===== config.mk =====
export PLATFORM = sky130hd
export DESIGN_NAME = red_pixel_centroid
export DESIGN_NICKNAME = d
export VERILOG_FILES = /design/src/sv/rpc_pkg.sv /design/src/sv/rpc_front.sv /design/src/sv/rpc_fifo.sv /design/src/sv/rpc_back.sv /design/src/sv/red_pixel_centroid.sv
export SDC_FILE = /design/constraint.sdc
export NUM_CORES = 1
export LEC_CHECK = 0
export ABC_AREA = 1
export BUFFER_PORTS_ARGS = -buffer_cell sky130_fd_sc_hd__clkbuf_2
export CAP_MARGIN = 20
export CORE_MARGIN = 5
export CORE_UTILIZATION = 25
export DETAILED_ROUTE_END_ITERATION = 12
export PLACE_DENSITY = 0.45
export SYNTH_ARGS = -nofsm -noshare
export SYNTH_HDL_FRONTEND = slang
export SYNTH_SLANG_ARGS = --single-unit

===== constraint.sdc =====
create_clock -name clk_i -period 8.29 [get_ports clk_i]
set_input_delay 1.2435 -clock clk_i [delete_from_list [all_inputs] [get_ports clk_i]]
set_output_delay 1.2435 -clock clk_i [all_outputs]
set_load 0.03 [all_outputs]

===== src/sv/rpc_pkg.sv =====
// ----------------------------------------------------------------------------
// rpc_pkg: shared types and constants of the red pixel centroid block
// Pixel and flag types, configuration register indexes and reset values,
// and the size of the queue between the front and back parts.
// ----------------------------------------------------------------------------
package rpc_pkg;

  localparam int PIX_W     = 8;
  localparam int CENT_W    = 11;
  localparam int CFG_W     = 12;
  localparam int CFG_IDX_W = 1;

  localparam logic [CFG_IDX_W-1:0] CFG_FRAME_WIDTH  = 1'b0;
  localparam logic [CFG_IDX_W-1:0] CFG_FRAME_HEIGHT = 1'b1;

  localparam logic [CFG_W-1:0] RST_FRAME_WIDTH  = 12'd640;
  localparam logic [CFG_W-1:0] RST_FRAME_HEIGHT = 12'd480;

  localparam int QDEPTH = 4;
  localparam int QAW    = 2;

  typedef struct packed {
    logic [PIX_W-1:0] red;
    logic [PIX_W-1:0] green;
    logic [PIX_W-1:0] blue;
  } pix_t;

  typedef struct packed {
    logic frame_done;
    logic is_red;
  } flags_t;

endpackage


===== src/sv/rpc_front.sv =====
// ----------------------------------------------------------------------------
// rpc_front: pixel classification and position tracking
// Holds the frame size registers, tracks column and row, classes each pixel,
// keeps the running sums and count, and pushes one request per pixel.
// ----------------------------------------------------------------------------
module rpc_front #(
  parameter int MAX_DIM = 2048
) (
  input  logic                                clk_i,
  input  logic                                rst_ni,
  input  logic                                cfg_we_i,
  input  logic [rpc_pkg::CFG_IDX_W-1:0]       cfg_idx_i,
  input  logic [rpc_pkg::CFG_W-1:0]           cfg_data_i,
  input  logic                                in_valid_i,
  output logic                                in_ready_o,
  input  rpc_pkg::pix_t                       in_pix_i,
  input  logic                                q_full_i,
  output logic                                q_push_o,
  output rpc_pkg::pix_t                       q_pix_o,
  output rpc_pkg::flags_t                     q_flags_o,
  output logic [3*$clog2(MAX_DIM)-1:0]        q_sum_x_o,
  output logic [3*$clog2(MAX_DIM)-1:0]        q_sum_y_o,
  output logic [2*$clog2(MAX_DIM):0]          q_count_o
);

  localparam int CW = $clog2(MAX_DIM);
  localparam int SW = 3 * CW;
  localparam int NW = 2 * CW + 1;
  localparam int EW = ((CW > rpc_pkg::CFG_W) ? CW : rpc_pkg::CFG_W) + 1;

  logic [rpc_pkg::CFG_W-1:0] width_q, height_q;
  logic [CW-1:0]             col_q, row_q;
  logic [SW-1:0]             sum_x_q, sum_y_q;
  logic [NW-1:0]             count_q;

  logic [EW-1:0] w_ext, h_ext, w_eff, h_eff;
  logic          hit, line_end, last, accept;
  logic [SW-1:0] sum_x_d, sum_y_d;
  logic [NW-1:0] count_d;

  always_comb begin
    w_ext = EW'(width_q);
    h_ext = EW'(height_q);
    if (w_ext == '0) begin
      w_eff = EW'(1);
    end else if (w_ext > EW'(MAX_DIM)) begin
      w_eff = EW'(MAX_DIM);
    end else begin
      w_eff = w_ext;
    end
    if (h_ext == '0) begin
      h_eff = EW'(1);
    end else if (h_ext > EW'(MAX_DIM)) begin
      h_eff = EW'(MAX_DIM);
    end else begin
      h_eff = h_ext;
    end
  end

  assign hit = ({in_pix_i.blue, 1'b0} < {1'b0, in_pix_i.red}) &&
               ({in_pix_i.green, 1'b0} < {1'b0, in_pix_i.red});
  assign line_end = EW'(col_q) >= (w_eff - EW'(1));
  assign last     = line_end && (EW'(row_q) >= (h_eff - EW'(1)));

  assign sum_x_d = sum_x_q + (hit ? SW'(col_q) : '0);
  assign sum_y_d = sum_y_q + (hit ? SW'(row_q) : '0);
  assign count_d = count_q + NW'(hit);

  assign in_ready_o = !q_full_i;
  assign accept     = in_valid_i && !q_full_i;
  assign q_push_o   = accept;

  assign q_pix_o              = hit ? '0 : in_pix_i;
  assign q_flags_o.is_red     = hit;
  assign q_flags_o.frame_done = last;
  assign q_sum_x_o            = sum_x_d;
  assign q_sum_y_o            = sum_y_d;
  assign q_count_o            = count_d;

  always_ff @(posedge clk_i or negedge rst_ni) begin
    if (!rst_ni) begin
      width_q  <= rpc_pkg::RST_FRAME_WIDTH;
      height_q <= rpc_pkg::RST_FRAME_HEIGHT;
      col_q    <= '0;
      row_q    <= '0;
      sum_x_q  <= '0;
      sum_y_q  <= '0;
      count_q  <= NW'(1);
    end else begin
      if (cfg_we_i) begin
        case (cfg_idx_i)
          rpc_pkg::CFG_FRAME_WIDTH:  width_q  <= cfg_data_i;
          rpc_pkg::CFG_FRAME_HEIGHT: height_q <= cfg_data_i;
          default: ;
        endcase
      end
      if (accept) begin
        if (last) begin
          col_q   <= '0;
          row_q   <= '0;
          sum_x_q <= '0;
          sum_y_q <= '0;
          count_q <= NW'(1);
        end else begin
          sum_x_q <= sum_x_d;
          sum_y_q <= sum_y_d;
          count_q <= count_d;
          if (line_end) begin
            col_q <= '0;
            row_q <= row_q + CW'(1);
          end else begin
            col_q <= col_q + CW'(1);
          end
        end
      end
    end
  end

  // The next frame starts from a clean position and empty sums.
  a_frame_restart: assert property (@(posedge clk_i) disable iff (!rst_ni)
    accept && last |=> col_q == '0 && row_q == '0 && sum_x_q == '0 &&
                       count_q == NW'(1))
    else $error("front state not cleared after the last pixel of a frame");

endmodule


===== src/sv/rpc_fifo.sv =====
// ----------------------------------------------------------------------------
// rpc_fifo: short request queue between front and back
// A small first-in first-out store that lets the front keep accepting
// pixels while the back works out a centroid.
// ----------------------------------------------------------------------------
module rpc_fifo #(
  parameter int WIDTH = 8
) (
  input  logic             clk_i,
  input  logic             rst_ni,
  input  logic             push_i,
  input  logic [WIDTH-1:0] push_data_i,
  input  logic             pop_i,
  output logic [WIDTH-1:0] pop_data_o,
  output logic             full_o,
  output logic             empty_o
);

  logic [WIDTH-1:0]       mem_q [rpc_pkg::QDEPTH];
  logic [rpc_pkg::QAW-1:0] wr_ptr_q, rd_ptr_q;
  logic [rpc_pkg::QAW:0]   count_q;
  logic                    do_push, do_pop;

  assign full_o     = count_q == (rpc_pkg::QAW+1)'(rpc_pkg::QDEPTH);
  assign empty_o    = count_q == '0;
  assign do_push    = push_i && !full_o;
  assign do_pop     = pop_i && !empty_o;
  assign pop_data_o = mem_q[rd_ptr_q];

  always_ff @(posedge clk_i) begin
    if (do_push) begin
      mem_q[wr_ptr_q] <= push_data_i;
    end
  end

  always_ff @(posedge clk_i or negedge rst_ni) begin
    if (!rst_ni) begin
      wr_ptr_q <= '0;
      rd_ptr_q <= '0;
      count_q  <= '0;
    end else begin
      if (do_push) begin
        wr_ptr_q <= wr_ptr_q + rpc_pkg::QAW'(1);
      end
      if (do_pop) begin
        rd_ptr_q <= rd_ptr_q + rpc_pkg::QAW'(1);
      end
      count_q <= count_q + (rpc_pkg::QAW+1)'(do_push) - (rpc_pkg::QAW+1)'(do_pop);
    end
  end

  a_count_bound: assert property (@(posedge clk_i) disable iff (!rst_ni)
    count_q <= (rpc_pkg::QAW+1)'(rpc_pkg::QDEPTH))
    else $error("queue fill count beyond its depth");

endmodule


===== src/sv/rpc_back.sv =====
// ----------------------------------------------------------------------------
// rpc_back: result stage with centroid divider
// Passes ordinary pixels to the output register and, on the last pixel of a
// frame, divides both sums by the count one quotient bit per cycle.
// ----------------------------------------------------------------------------
module rpc_back #(
  parameter int MAX_DIM = 2048
) (
  input  logic                                clk_i,
  input  logic                                rst_ni,
  input  logic                                q_empty_i,
  output logic                                q_pop_o,
  input  rpc_pkg::pix_t                       q_pix_i,
  input  rpc_pkg::flags_t                     q_flags_i,
  input  logic [3*$clog2(MAX_DIM)-1:0]        q_sum_x_i,
  input  logic [3*$clog2(MAX_DIM)-1:0]        q_sum_y_i,
  input  logic [2*$clog2(MAX_DIM):0]          q_count_i,
  output logic                                m_valid_o,
  input  logic                                m_ready_i,
  output rpc_pkg::pix_t                       m_pix_o,
  output rpc_pkg::flags_t                     m_flags_o,
  output logic [rpc_pkg::CENT_W-1:0]          m_cx_o,
  output logic [rpc_pkg::CENT_W-1:0]          m_cy_o
);

  localparam int CW    = $clog2(MAX_DIM);
  localparam int SW    = 3 * CW;
  localparam int CNT_W = $clog2(CW);

  typedef enum logic [1:0] {
    S_IDLE,
    S_DIV,
    S_DONE
  } state_e;

  state_e                     state_q;
  logic                       out_valid_q;
  rpc_pkg::pix_t              out_pix_q, hold_pix_q;
  rpc_pkg::flags_t            out_flags_q, hold_flags_q;
  logic [rpc_pkg::CENT_W-1:0] cx_q, cy_q;
  logic [SW-1:0]              rem_x_q, rem_y_q, dsh_q;
  logic [CW-1:0]              qx_q, qy_q;
  logic [CNT_W-1:0]           cnt_q;

  logic out_free, pop, ge_x, ge_y;

  assign out_free = !out_valid_q || m_ready_i;
  assign pop      = (state_q == S_IDLE) && !q_empty_i &&
                    (q_flags_i.frame_done || out_free);
  assign ge_x     = rem_x_q >= dsh_q;
  assign ge_y     = rem_y_q >= dsh_q;

  assign q_pop_o   = pop;
  assign m_valid_o = out_valid_q;
  assign m_pix_o   = out_pix_q;
  assign m_flags_o = out_flags_q;
  assign m_cx_o    = cx_q;
  assign m_cy_o    = cy_q;

  always_ff @(posedge clk_i or negedge rst_ni) begin
    if (!rst_ni) begin
      state_q      <= S_IDLE;
      out_valid_q  <= 1'b0;
      out_pix_q    <= '0;
      out_flags_q  <= '0;
      hold_pix_q   <= '0;
      hold_flags_q <= '0;
      cx_q         <= '0;
      cy_q         <= '0;
      rem_x_q      <= '0;
      rem_y_q      <= '0;
      dsh_q        <= '0;
      qx_q         <= '0;
      qy_q         <= '0;
      cnt_q        <= '0;
    end else begin
      if (m_ready_i) begin
        out_valid_q <= 1'b0;
      end
      case (state_q)
        S_IDLE: begin
          if (pop) begin
            if (q_flags_i.frame_done) begin
              hold_pix_q   <= q_pix_i;
              hold_flags_q <= q_flags_i;
              rem_x_q      <= q_sum_x_i;
              rem_y_q      <= q_sum_y_i;
              dsh_q        <= SW'(q_count_i) << (CW - 1);
              qx_q         <= '0;
              qy_q         <= '0;
              cnt_q        <= CNT_W'(CW - 1);
              state_q      <= S_DIV;
            end else begin
              out_valid_q <= 1'b1;
              out_pix_q   <= q_pix_i;
              out_flags_q <= q_flags_i;
              cx_q        <= '0;
              cy_q        <= '0;
            end
          end
        end
        S_DIV: begin
          rem_x_q <= ge_x ? rem_x_q - dsh_q : rem_x_q;
          rem_y_q <= ge_y ? rem_y_q - dsh_q : rem_y_q;
          qx_q    <= {qx_q[CW-2:0], ge_x};
          qy_q    <= {qy_q[CW-2:0], ge_y};
          dsh_q   <= dsh_q >> 1;
          cnt_q   <= cnt_q - CNT_W'(1);
          if (cnt_q == '0) begin
            state_q <= S_DONE;
          end
        end
        S_DONE: begin
          if (out_free) begin
            out_valid_q <= 1'b1;
            out_pix_q   <= hold_pix_q;
            out_flags_q <= hold_flags_q;
            cx_q        <= rpc_pkg::CENT_W'(qx_q);
            cy_q        <= rpc_pkg::CENT_W'(qy_q);
            state_q     <= S_IDLE;
          end
        end
        default: begin
          state_q <= S_IDLE;
        end
      endcase
    end
  end

  a_cent_zero: assert property (@(posedge clk_i) disable iff (!rst_ni)
    out_valid_q && !out_flags_q.frame_done |-> cx_q == '0 && cy_q == '0)
    else $error("centroid not zero on a pixel that does not end a frame");

  a_div_len: assert property (@(posedge clk_i) disable iff (!rst_ni)
    state_q == S_DIV && cnt_q == '0 |=> state_q == S_DONE)
    else $error("divider did not finish after its last step");

  a_div_no_pop: assert property (@(posedge clk_i) disable iff (!rst_ni)
    state_q != S_IDLE |-> !q_pop_o)
    else $error("queue popped while a centroid is being worked out");

endmodule


===== src/sv/red_pixel_centroid.sv =====
// ----------------------------------------------------------------------------
// red_pixel_centroid: red pixel masking and per-frame centroid
// Top level joining the front, the request queue and the back.
// ----------------------------------------------------------------------------
// Pixels arrive in raster order, one per cycle when the stream allows. Each
// pixel gives one result: its channels, or zero when red outweighs twice
// blue and twice green, with the red flag on tuser. Ordinary pixels pass
// back to back while the output accepts them. The last pixel of a frame
// raises tlast and carries the centroid, which a restoring divider in the
// back works out one quotient bit per cycle. A four-entry queue lets the
// input go on being accepted meanwhile.
module red_pixel_centroid #(
  parameter int MAX_DIM = 2048
) (
  input  logic                          clk_i,
  input  logic                          rst_ni,
  input  logic                          cfg_we_i,
  input  logic [rpc_pkg::CFG_IDX_W-1:0] cfg_idx_i,
  input  logic [rpc_pkg::CFG_W-1:0]     cfg_data_i,
  input  logic                          s_axis_tvalid,
  output logic                          s_axis_tready,
  input  logic [23:0]                   s_axis_tdata,  // blue, green, red
  output logic                          m_axis_tvalid,
  input  logic                          m_axis_tready,
  output logic [47:0]                   m_axis_tdata,  // out_blue, out_green,
                                                       // out_red, centroid_x,
                                                       // centroid_y
  output logic                          m_axis_tuser,  // is_red
  output logic                          m_axis_tlast
);

  localparam int CW    = $clog2(MAX_DIM);
  localparam int SW    = 3 * CW;
  localparam int NW    = 2 * CW + 1;
  localparam int PW    = $bits(rpc_pkg::pix_t);
  localparam int FW    = $bits(rpc_pkg::flags_t);
  localparam int REC_W = PW + FW + 2 * SW + NW;

  logic            q_push, q_pop, q_full, q_empty;
  rpc_pkg::pix_t   f_pix, b_pix, m_pix;
  rpc_pkg::flags_t f_flags, b_flags, m_flags;
  logic [SW-1:0]   f_sum_x, f_sum_y, b_sum_x, b_sum_y;
  logic [NW-1:0]   f_count, b_count;
  logic [REC_W-1:0] rec_in, rec_out;
  logic [rpc_pkg::CENT_W-1:0] m_cx, m_cy;

  rpc_front #(
    .MAX_DIM(MAX_DIM)
  ) u_front (
    .clk_i      (clk_i),
    .rst_ni     (rst_ni),
    .cfg_we_i   (cfg_we_i),
    .cfg_idx_i  (cfg_idx_i),
    .cfg_data_i (cfg_data_i),
    .in_valid_i (s_axis_tvalid),
    .in_ready_o (s_axis_tready),
    .in_pix_i   (rpc_pkg::pix_t'(s_axis_tdata)),
    .q_full_i   (q_full),
    .q_push_o   (q_push),
    .q_pix_o    (f_pix),
    .q_flags_o  (f_flags),
    .q_sum_x_o  (f_sum_x),
    .q_sum_y_o  (f_sum_y),
    .q_count_o  (f_count)
  );

  assign rec_in = {f_count, f_sum_y, f_sum_x, f_flags, f_pix};
  assign {b_count, b_sum_y, b_sum_x, b_flags, b_pix} = rec_out;

  rpc_fifo #(
    .WIDTH(REC_W)
  ) u_fifo (
    .clk_i       (clk_i),
    .rst_ni      (rst_ni),
    .push_i      (q_push),
    .push_data_i (rec_in),
    .pop_i       (q_pop),
    .pop_data_o  (rec_out),
    .full_o      (q_full),
    .empty_o     (q_empty)
  );

  rpc_back #(
    .MAX_DIM(MAX_DIM)
  ) u_back (
    .clk_i     (clk_i),
    .rst_ni    (rst_ni),
    .q_empty_i (q_empty),
    .q_pop_o   (q_pop),
    .q_pix_i   (b_pix),
    .q_flags_i (b_flags),
    .q_sum_x_i (b_sum_x),
    .q_sum_y_i (b_sum_y),
    .q_count_i (b_count),
    .m_valid_o (m_axis_tvalid),
    .m_ready_i (m_axis_tready),
    .m_pix_o   (m_pix),
    .m_flags_o (m_flags),
    .m_cx_o    (m_cx),
    .m_cy_o    (m_cy)
  );

  assign m_axis_tdata = {2'b00, m_cy, m_cx, m_pix};
  assign m_axis_tuser = m_flags.is_red;
  assign m_axis_tlast = m_flags.frame_done;

endmodule

== Word-level counts from Yosys, hierarchy flattened ==
Memory sizes are Yosys's and may differ from the RTL's.
Index checks and enable logic that the tools add are counted.

* Output and inout port bits: 52
* Bits in writable memories: 460
* Memories kept: 1
* Input bits: 42
* Logic and storage cells: 151
* Register bits after elaboration: 344

{| class="wikitable"
|+ Memories
! memory !! words !! width !! read ports !! clocked after memory_dff !! write ports !! RTL line !! text
|-
| u_fifo.mem_q || 4 || 115 || 1 || 0 || 1 || rpc_fifo.sv:19 || <nowiki>logic [WIDTH-1:0] mem_q [rpc_pkg::QDEPTH];</nowiki>
|}

* Eq/ne operators: 10
* Reductions and logical operators: 29
* $lt $le $gt $ge: 8
* Bitwise operators: 1
* $add $sub $neg: 14
* Multiplexer cells: 58

{| class="wikitable"
|+ Operator list
! kind !! count
|-
| 33-bit 2-to-1 mux || 10
|-
| 33-bit case mux with 2 select lines || 3
|-
| 11-bit 2-to-1 mux || 12
|-
| 24-bit 2-to-1 mux || 4
|-
| 11-bit case mux with 2 select lines || 4
|-
| 33-bit adder || 2
|-
| 33-bit greater-or-equal comparator || 2
|-
| 33-bit subtractor || 2
|-
| 24-bit case mux with 2 select lines || 1
|-
| 12-bit 2-to-1 mux || 3
|-
| 11-bit by 13-bit greater-or-equal comparator with 1-bit output || 2
|-
| 12-bit > comparator, second input constant || 2
|-
| 12-bit logical NOT || 2
|-
| 23-bit by 1-bit adder with 23-bit output || 1
|-
| 23-bit 2-to-1 mux || 1
|-
| 11-bit by 1-bit adder with 11-bit output, second input constant || 2
|-
| 9-bit by 8-bit less-than comparator with 1-bit output || 2
|-
| 4-bit AND reduction || 4
|-
| 2-bit 2-to-1 mux || 7
|-
| 13-bit 2-to-1 mux || 1
|-
| 12-bit by 1-bit subtractor with 13-bit output, second input constant || 1
|-
| 13-bit by 1-bit subtractor with 13-bit output, second input constant || 1
|-
| 4-bit 2-to-1 mux || 2
|-
| 2-bit by 1-bit != test with 1-bit output, second input constant || 4
|-
| other kinds (23) || 45
|}

== Longest topological paths before layout ==
Gate-level depths: netlist of run 1.

* Depth in word-level cells: 8
* Gate-level depth with buffers: 25
* Mapped depth without buffers: 24

== By module ==
Synthesis of run 1 repeated with hierarchy kept, for this count alone.

* Cell total of the unflattened synthesis: 5256
* Area total of the unflattened synthesis: 43021.3 µm²

{| class="wikitable"
|+ Modules (own cells, without submodules)
! module !! cells an instance !! sequential area each (µm²) !! area an instance (µm²) !! times used
|-
| rpc_fifo || 1514 || 13988.4 || 18509.0 || 1
|-
| rpc_back || 2215 || 5054.8 || 14149.8 || 1
|-
| rpc_front || 1524 || 3387.0 || 10343.7 || 1
|-
| red_pixel_centroid || 3 || 0.0 || 18.8 || 1
|}

== Least setup slack after synthesis of run 1 ==
OpenSTA, ideal clock, no wires.

* Kind: input -> register
* Start point: input s_axis_tvalid
* End point: memory u_fifo.mem_q[0][0] (netlist bit), enable pin
* Path buffers: 1
* Required time: 7699 ps
* Stages: 3
* Setup slack: 1314 ps
* Arrival time: 6385 ps
* Path through: nand2_1 clkbuf_1 nor2_1

* Longest elaborated chain between the ends: 4

{| class="wikitable"
|+ Ends and longest elaborated chain
! what !! RTL line !! text
|-
| from (decl) || red_pixel_centroid.sv:20 || <nowiki>input logic s_axis_tvalid,</nowiki>
|-
| 1-bit logical AND || rpc_front.sv:70 || <nowiki>assign accept = in_valid_i && !q_full_i;</nowiki>
|-
| 1-bit logical AND || rpc_fifo.sv:26 || <nowiki>assign do_push = push_i && !full_o;</nowiki>
|-
| 1-bit 2-to-1 mux || rpc_fifo.sv:31 || <nowiki>if (do_push) begin</nowiki>
|-
| 1-bit 2-to-1 mux (not written as such) || rpc_fifo.sv:32 || <nowiki>mem_q[wr_ptr_q] <= push_data_i;</nowiki>
|-
| to (decl) || rpc_fifo.sv:19 ||
|}

No other way between the ends.

== Worst setup path after layout of run 1 ==
* Start point: register u_front.height_q[5] (netlist bit)
* End point: memory u_fifo.mem_q[2][25] (netlist bit) (data pin)

* Longest elaborated chain between the ends: 6

{| class="wikitable"
|+ Ends and longest elaborated chain
! what !! RTL line !! text
|-
| from (decl) || rpc_front.sv:31 || <nowiki>logic [rpc_pkg::CFG_W-1:0] width_q, height_q;</nowiki>
|-
| from (signal assigned) || rpc_front.sv:83 || <nowiki>height_q <= rpc_pkg::RST_FRAME_HEIGHT;</nowiki>
|-
| from (signal assigned) || rpc_front.sv:93 || <nowiki>rpc_pkg::CFG_FRAME_HEIGHT: height_q <= cfg_data_i;</nowiki>
|-
| 12-bit > comparator || rpc_front.sv:53 || <nowiki>end else if (h_ext > EW'(MAX_DIM)) begin</nowiki>
|-
| 12-bit 2-to-1 mux || rpc_front.sv:53 ||
|-
| 13-bit 2-to-1 mux * || rpc_front.sv:51 || <nowiki>if (h_ext == '0) begin</nowiki>
|-
| 13-bit by 1-bit subtractor with 13-bit output * || rpc_front.sv:63 || <nowiki>assign last = line_end && (EW'(row_q) >= (h_eff - EW'(1)));</nowiki>
|-
| 11-bit by 13-bit greater-or-equal comparator with 1-bit output * || rpc_front.sv:63 ||
|-
| 1-bit logical AND * || rpc_front.sv:63 ||
|-
| named net u_front.last || rpc_front.sv:37 || <nowiki>logic hit, line_end, last, accept;</nowiki>
|}

The timed path passes the listed nets; every way through them passes the cells marked *.

==> results of run 1 <==
[area by class of cell]
| class | instances | share of cell area, % |
|---|---|---|
| clock inverters | 39 | 1.14 |
| flip-flops and latches | 804 | 47.0 |
| multi-input cells | 3271 | 34.5 |
| clock buffers | 133 | 5.51 |
| well taps | 2204 | 5.78 |
| repair buffers | 130 | 1.69 |
| inverters | 556 | 4.40 |
[logic make-up (layout without fill, tap and decap cells)]
logic type,Yosys count,in the layout,synth area share [%]
AO/OA/AOI/OAI,788,788,10.7
XOR/XNOR,112,112,2.35
adder cells (fa/ha/maj),143,143,4.37
buffers and inverters,746,858,7.01
flip-flops,804,804,53.7
multiplexers,12,12,0.288
other,1,2,0.00898
AND/OR/NAND/NOR,2214,2214,21.6
[state kept, by name (all words and copies together) (netlist names), 3 cells and up]
signal / count
u_back.hold_pix_q: 24
u_back.rem_y_q: 33
u_back.m_pix_o: 24
u_back.rem_x_q: 33
u_back.m_cx_o: 11
u_fifo.mem_q: 460
u_back.dsh_q: 33
u_front.sum_y_q: 33
u_front.sum_x_q: 33
u_front.row_q: 11
u_front.width_q: 12
u_front.col_q: 11
u_back.qy_q: 11
u_back.m_cy_o: 11
u_back.cnt_q: 4
u_front.height_q: 12
u_front.count_q: 23
u_fifo.count_q: 3
u_back.qx_q: 11
[power by group]
part	switching (mW)	internal (mW)
Clock	1.75	2.51
Sequential	0.473	5.38
Combinational	6.77	2.68
[cells in the mapped netlist (all sizes together), types with 5 or more instances]
cell / n / area share [%]
ha: 138 / 4.1
mux2i: 12 / 0.29
dfstp: 7 / 0.44
a21boi: 8 / 0.14
o21bai: 13 / 0.23
a21oi: 97 / 1.2
nor3b: 5 / 0.090
nor2: 469 / 4.3
xnor2: 27 / 0.57
xor2: 85 / 1.8
clkbuf: 132 / 1.2
buf: 58 / 0.83
edfxtp: 460 / 33
nor3: 34 / 0.45
inv: 556 / 5.0
fa: 5 / 0.24
nand3b: 10 / 0.18
o221ai: 22 / 0.46
o211ai: 37 / 0.67
o21ai: 477 / 5.9
dfrtp: 337 / 20
nor4: 10 / 0.15
nand4: 46 / 0.69
and2: 7 / 0.11
nand2: 1370 / 12
nand3: 256 / 3.1
o22ai: 120 / 1.8
[worst min-delay path by stage]
stage,startpoint,endpoint,slack (ps)
detailed placement,u_back.hold_flags_q[1]$_DFFE_PN0P_,u_back.hold_flags_q[1]$_DFFE_PN0P_,440
global placement,u_back.hold_flags_q[1]$_DFFE_PN0P_,u_back.hold_flags_q[1]$_DFFE_PN0P_,440
finish,u_back.hold_flags_q[1]$_DFFE_PN0P_,u_back.hold_flags_q[1]$_DFFE_PN0P_,450
global route,u_back.hold_flags_q[1]$_DFFE_PN0P_,u_back.hold_flags_q[1]$_DFFE_PN0P_,490
CTS,u_back.hold_flags_q[1]$_DFFE_PN0P_,u_back.hold_flags_q[1]$_DFFE_PN0P_,460
floorplan,u_back.hold_flags_q[1]$_DFFE_PN0P_,u_back.hold_flags_q[1]$_DFFE_PN0P_,420
[layout by cell type (no fill, tap or decap), types with 13 or more instances in the layout]
cell,synthesis,layout
nand2_1,1345,1343
inv_1,551,549
edfxtp_1,460,460
nor2_1,463,456
o21ai_0,450,450
dfrtp_1,337,335
nand3_1,254,254
ha_1,138,138
o22ai_1,120,120
a21oi_1,96,96
clkbuf_16,0,95
clkbuf_2,0,90
xor2_1,85,85
nand4_1,46,46
o211ai_1,37,37
buf_4,4,35
nor3_1,32,32
xnor2_1,27,27
clkbuf_1,132,27
nand2_2,25,26
o21ai_2,24,24
o221ai_1,22,22
clkinv_2,0,16
o21bai_1,13,13
[tightest hold or removal path, stage by stage (launching register included)]
cell     delay (ps)
dfrtp_1         320
inv_1            40
nand2_1          50
[stage by stage]
stage	area, µm²	setup WS [ps]	hold WS (ps)
after floorplan	41800	1310	419
after global placement	44500	2850	439
after detailed placement	44500	2840	441
after CTS	47700	3390	457
after global routing	47700	2960	488
final	47700	3400	449
[routing by layer]
layer / global-route usage, % / vias up / part of all wire [%]
li1: - / 16000 / -
met1: 20.1 / 15700 / 48
met2: 23.7 / 507 / 46
met3: 1.92 / 132 / 3.4
met4: 3.23 / 0 / 1.8
met5: 0 / - / 0
==> summary.txt, run 1 <==
Outcome
  – Outcome: finished clean

CTS
  – H-tree level count: 3
  – Clk slew on worst S/H paths: 60 ps
  – CTS tree: built
  – Clk buf depth: 3
  – # hold bufs at CTS: 0
  – Total CTS buffers: 92
  – Post-CTS setup buffers: 0
  – CTS resizes: 0
  – Clock Sinks: 804
  – Clock Latency Late Sink: 720 ps
  – Clock root buffer: clkbuf_16

Logic synthesis
  – Flop and latch count out of synthesis: 804
  – EDFF count, synth: 460
  – Synth Cell Area: 41800 µm²
  – Ys flop type: edfxtp_1
  – Ys async rst share: 42.8%
  – Synth Instances: 4820
  – Register area share after synthesis: 53.7%
  – Synth cell types: 54
  – Synth warn: 0
  – Synthesized area per cell: 8.66 µm²

Critical path
  – Cell count along the critical path: 24
  – Critical Path Start: u_front.height_q[5]$_DFFE_PN1P_
  – CP endpoint: u_fifo.mem_q[2][25]$_DFFE_PP_
  – CP max-delay cell: buf_4
  – Slowest stage delay, CP: 690 ps
  – Crit path max fanout: 65
  – CP most frequent cell: nand2_1
  – CP arrival: 5310 ps
  – Critical setup path kind: reg -> reg
  – Ordered cell list for the critical path: nor2_1 > nand2_1 > nor2_1 > nand2_1 > nand2_1 > nand2_1 > ha_1 > nand2_1 > a21oi_2 > nand2_1 > xnor2_1 > ha_1 > nand2_1 > inv_1 > a21oi_1 > nand2_1 > nor2_1 > nand2_1 > nand2_1 > nand2_1 > nand4_1 > buf_4 > buf_4 > inv_1
  – FF-to-FF Start: u_front.height_q[5]$_DFFE_PN1P_
  – RR Endpoint: u_fifo.mem_q[2][25]$_DFFE_PP_
  – Critical path's top delay family: buffers and inverters
  – Reg2Reg Setup Slack: 3400 ps
  – Buf+Inv Stages, Crit Path: 4
  – CP Launch Type: register
  – FF-to-FF path depth: 24
  – CP required: 8710 ps
  – Critical Path End Type: register

Routing
  – Iter 0 DRT Violations: 1930
  – DRT Wirelength: 128000 µm
  – Pre-antenna DRT Iters: 5
  – Vias/cell: 4.54
  – Wirelength per Cell: 17.9 µm
  – DRC: 0
  – Via count: 32400
  – Final ANT Viol Nets: 0

STA
  – Crit path time final: 4890 ps
  – Slew @ Worst Pin: 1060 ps
  – Final setup viols: 0
  – Setup TNS: 0 ps
  – Slew Limit Fails: 0
  – Period utilization: 58.9%
  – Layout Skew: 69.1 ps
  – Final Hold Fails: 0
  – Relative slew slack: 29.1%
  – RSZ-0062 raised after global routing: no
  – Max frequency: 205 MHz

Die
  – Core area: 167000 µm²
  – Die H: 419 µm
  – Die Width: 419 µm
  – Cell Rows: 150
  – Initial Util: 25.1%
  – Die area: 175000 µm²
  – Ports: 94

Placed design
  – PortBufs: 91
  – Post-DP HPWL: 86500 µm
  – GP Congestion: 0.875
  – Placed cells: 6963

Global routing
  – First-pass GRT wire length: 196000 µm
  – Initial antenna violation count: 2
  – Vias in the first global route: 31700
  – Largest net degree at the start of global routing: 147
  – Gr usage total: 14.3%
  – Total grt overflow: 0

Worst hold path
  – Worst min path class: reg -> reg
  – Hold Path Stages: 2

Layout
  – Antenna diode count: 0
  – Seq. cell area: 22400 µm²
  – Area of the multi-input gates: 16500 µm²
  – Non-Filler Instances: 7137
  – Final core utilization: 28.6%
  – Area grow syn2layout: 14.3%
  – Fill count: 17800
  – Nets@finish: 5040
  – Layout cells sized above 1: 7.32%

Power
  – PwrDens: 410 nW/µm²
  – Peak supply drop: 0.000245 V
  – Overall Power: 19.6 mW
  – Pleak: 21.4 nW

Flow run
  – Max Cap Violations: 0
(Power assumes the default switching activity.)
==> run 2: changes to the inputs <==
==> constraint.sdc (replaced) <==
create_clock -name clk_i -period 4.91 [get_ports clk_i]
set_input_delay 0.7365 -clock clk_i [delete_from_list [all_inputs] [get_ports clk_i]]
set_output_delay 0.7365 -clock clk_i [all_outputs]
set_load 0.03 [all_outputs]
==> run 2 against run 1 <==
Worst setup slack worse by 2800 ps. Total power is 69% higher. Critical path type unchanged. Design area is 0.43% higher. Largest power group unchanged.
==> summary.txt, run 2 (same netlist as run 1, synthesis figures left out) <==
STA
  – Final worst slack: 623 ps (-2780 ps)
  – Max frequency: 233 MHz (+14%)
  – Slew Limit Fails: 0 (unchanged)
  – Crit path time final: 4290 ps (-599 ps)
  – Layout Skew: 29.4 ps (-39.7 ps)
  – RSZ-0062 raised after global routing: no
  – Final Hold Fails: 0 (unchanged)
  – Final setup viols: 0 (unchanged)
  – Slew @ Worst Pin: 1010 ps (-52.0 ps)
  – Relative slew slack: 32.5% (+3.4 points)
  – Period utilization: 87.3% (+28 points)

CTS
  – Clock Sinks: 804 (unchanged)
  – CTS tree: built
  – Clk buf depth: 3 (unchanged)
  – H-tree level count: 3 (unchanged)
  – Clock Latency Late Sink: 700 ps (-20 ps)
  – Post-CTS setup buffers: 0 (unchanged)
  – # hold bufs at CTS: 0 (unchanged)
  – Clock root buffer: clkbuf_16
  – Total CTS buffers: 91 (-1.1%)
  – Clk slew on worst S/H paths: 60 ps (about the same)
  – CTS resizes: 0 (unchanged)

Layout
  – Commonest non-fill, non-tap cell in the layout: nand2_1
  – Layout cells sized above 1: 7.76% (+0.44 points)
  – Max reg flops: 460 (unchanged)
  – Fill count: 17800 (-0.26%)
  – Area of the multi-input gates: 16500 µm² (unchanged)
  – Most frequent cells in the layout: nand2_1 (1343), inv_1 (549), edfxtp_1 (460)
  – Seq. cell area: 22400 µm² (unchanged)
  – Area grow syn2layout: 14.8%
  – Final core utilization: 28.8% (+0.12 points)
  – Largest Register: u_fifo.mem_q
  – Nets@finish: 5054 (+0.28%)
  – Non-Filler Instances: 7154 (+0.24%)

Worst hold path
  – Worst min path class: in -> async

Global routing
  – Gr usage total: 14.1% (-0.22 points)
  – Initial antenna violation count: 3 (+1)
  – Largest net degree at the start of global routing: 144 (-2.0%)
  – Vias in the first global route: 31500 (-0.55%)
  – Total grt overflow: 0 (unchanged)
  – First-pass GRT wire length: 194000 µm (-1.1%)

Critical path
  – Critical setup path kind: reg -> reg
  – Reg2Reg Setup Slack: 620 ps (-2780 ps)
  – RR Endpoint: u_front.row_q[4]$_DFFE_PN0P_
  – CP required: 5480 ps (-3230 ps)
  – Critical Path End Type: register
  – CP arrival: 4860 ps (-450 ps)
  – FF-to-FF Start: u_front.width_q[9]$_DFFE_PN1P_
  – CP Launch Type: register
  – FF-to-FF path depth: 23 (-4.2%)
  – Crit path max fanout: 12 (-82%)

Die
  – Die Width: 419 µm (unchanged)
  – Die H: 419 µm (unchanged)
  – Ports: 94 (unchanged)
  – Initial Util: 25.1% (unchanged)
  – Core area: 167000 µm² (unchanged)
  – Die area: 175000 µm² (unchanged)
  – Cell Rows: 150 (unchanged)

Power
  – Pleak: 21.5 nW (+0.54%)
  – Overall Power: 33.0 mW (+69%)
  – PwrDens: 689 nW/µm² (+68%)
  – Peak supply drop: 0.000348 V (+42%)

Routing
  – Wirelength per Cell: 17.5 µm (-1.9%)
  – Final ANT Viol Nets: 0 (unchanged)
  – DRC: 0 (unchanged)
  – Pre-antenna DRT Iters: 6 (+1)
  – Iter 0 DRT Violations: 2205 (+14%)
  – DRT Wirelength: 125000 µm (-1.7%)
  – Vias/cell: 4.55 (+0.20%)
  – Via count: 32500 (+0.44%)

Placed design
  – PortBufs: 91 (unchanged)
  – DP Worst Slack: 313 ps (-2520 ps)
  – Placed cells: 6979 (+0.23%)
  – GP Congestion: 0.856 (-2.1%)
  – Post-DP HPWL: 84600 µm (-2.2%)

Flow run
  – Max Cap Violations: 0 (unchanged)

Outcome
  – Outcome: finished clean
-- run 2: where the power goes --
| group | switching (mW) | leakage (nW) | internal, mW |
|---|---|---|---|
| registers | 0.801 | 8.86 | 9.08 |
| logic | 11.4 | 11.1 | 4.57 |
| clock network | 2.97 | 1.55 | 4.25 |
| total | 15.1 | 21.5 | 17.9 |
-- run 2: per-layer routing --
layer  global-route usage, %  vias up  share of wire (%)
li1                        -    16100                  -
met1                    20.5    15800                 49
met2                    22.6      544                 46
met3                    1.83      124                3.6
met4                    2.95        0                1.7
met5                       0        -                  0
-- run 2: worst max-delay path by stage --
stage                                        start                               to  slack [ps]  cells after the start
finish              u_front.width_q[9]$_DFFE_PN1P_     u_front.row_q[4]$_DFFE_PN0P_         620                     23
detailed placement                s_axis_tdata[22]  u_front.count_q[22]$_DFFE_PN0P_         310                     21
global placement                  s_axis_tdata[22]  u_front.sum_y_q[18]$_DFFE_PN0P_         310                     23
CTS                 u_front.width_q[9]$_DFFE_PN1P_     u_front.row_q[1]$_DFFE_PN0P_         560                     23
floorplan              u_fifo.count_q[1]$_DFF_PN0_     u_fifo.mem_q[0][0]$_DFFE_PP_       -1590                      5
global route        u_front.width_q[9]$_DFFE_PN1P_     u_front.row_q[1]$_DFFE_PN0P_         100                     22
-- run 2: worst max-delay path: stages, from the launching register on --
cell,delay [ps]
dfstp_2,540
nor2_1,60
nand2_1,60
nor2_1,40
nand3_1,80
nor2_1,40
o21ai_0,320
ha_1,310
nand2_1,100
nor2_1,170
xor2_1,100
ha_1,300
nand2_1,70
nor2_1,160
nand2_1,70
nand2_1,50
nand2_1,40
nand3_1,100
nand2_1,110
nor2_1,630
inv_1,410
buf_4,300
nand2_1,60
nand2_1,50
-- run 2: per-stage QoR --
step / TNS [ps] / cell area, µm² / hold WS (ps)
floorplan: -729760 / 41800 / 419
CTS: 0 / 47900 / 67.9
global route: 0 / 47900 / 98.6
global placement: 0 / 44800 / 438
finish: 0 / 48000 / 72.6
detailed placement: 0 / 44800 / 440
-- run 2: final cells by class --
type,count,area share (%)
flip-flops and latches,804,46.8
multi-input cells,3271,34.3
well taps,2204,5.75
clock buffers,111,5.12
inverters,556,4.38
repair buffers,145,2.08
clock inverters,60,1.52
diodes,3,0.0157
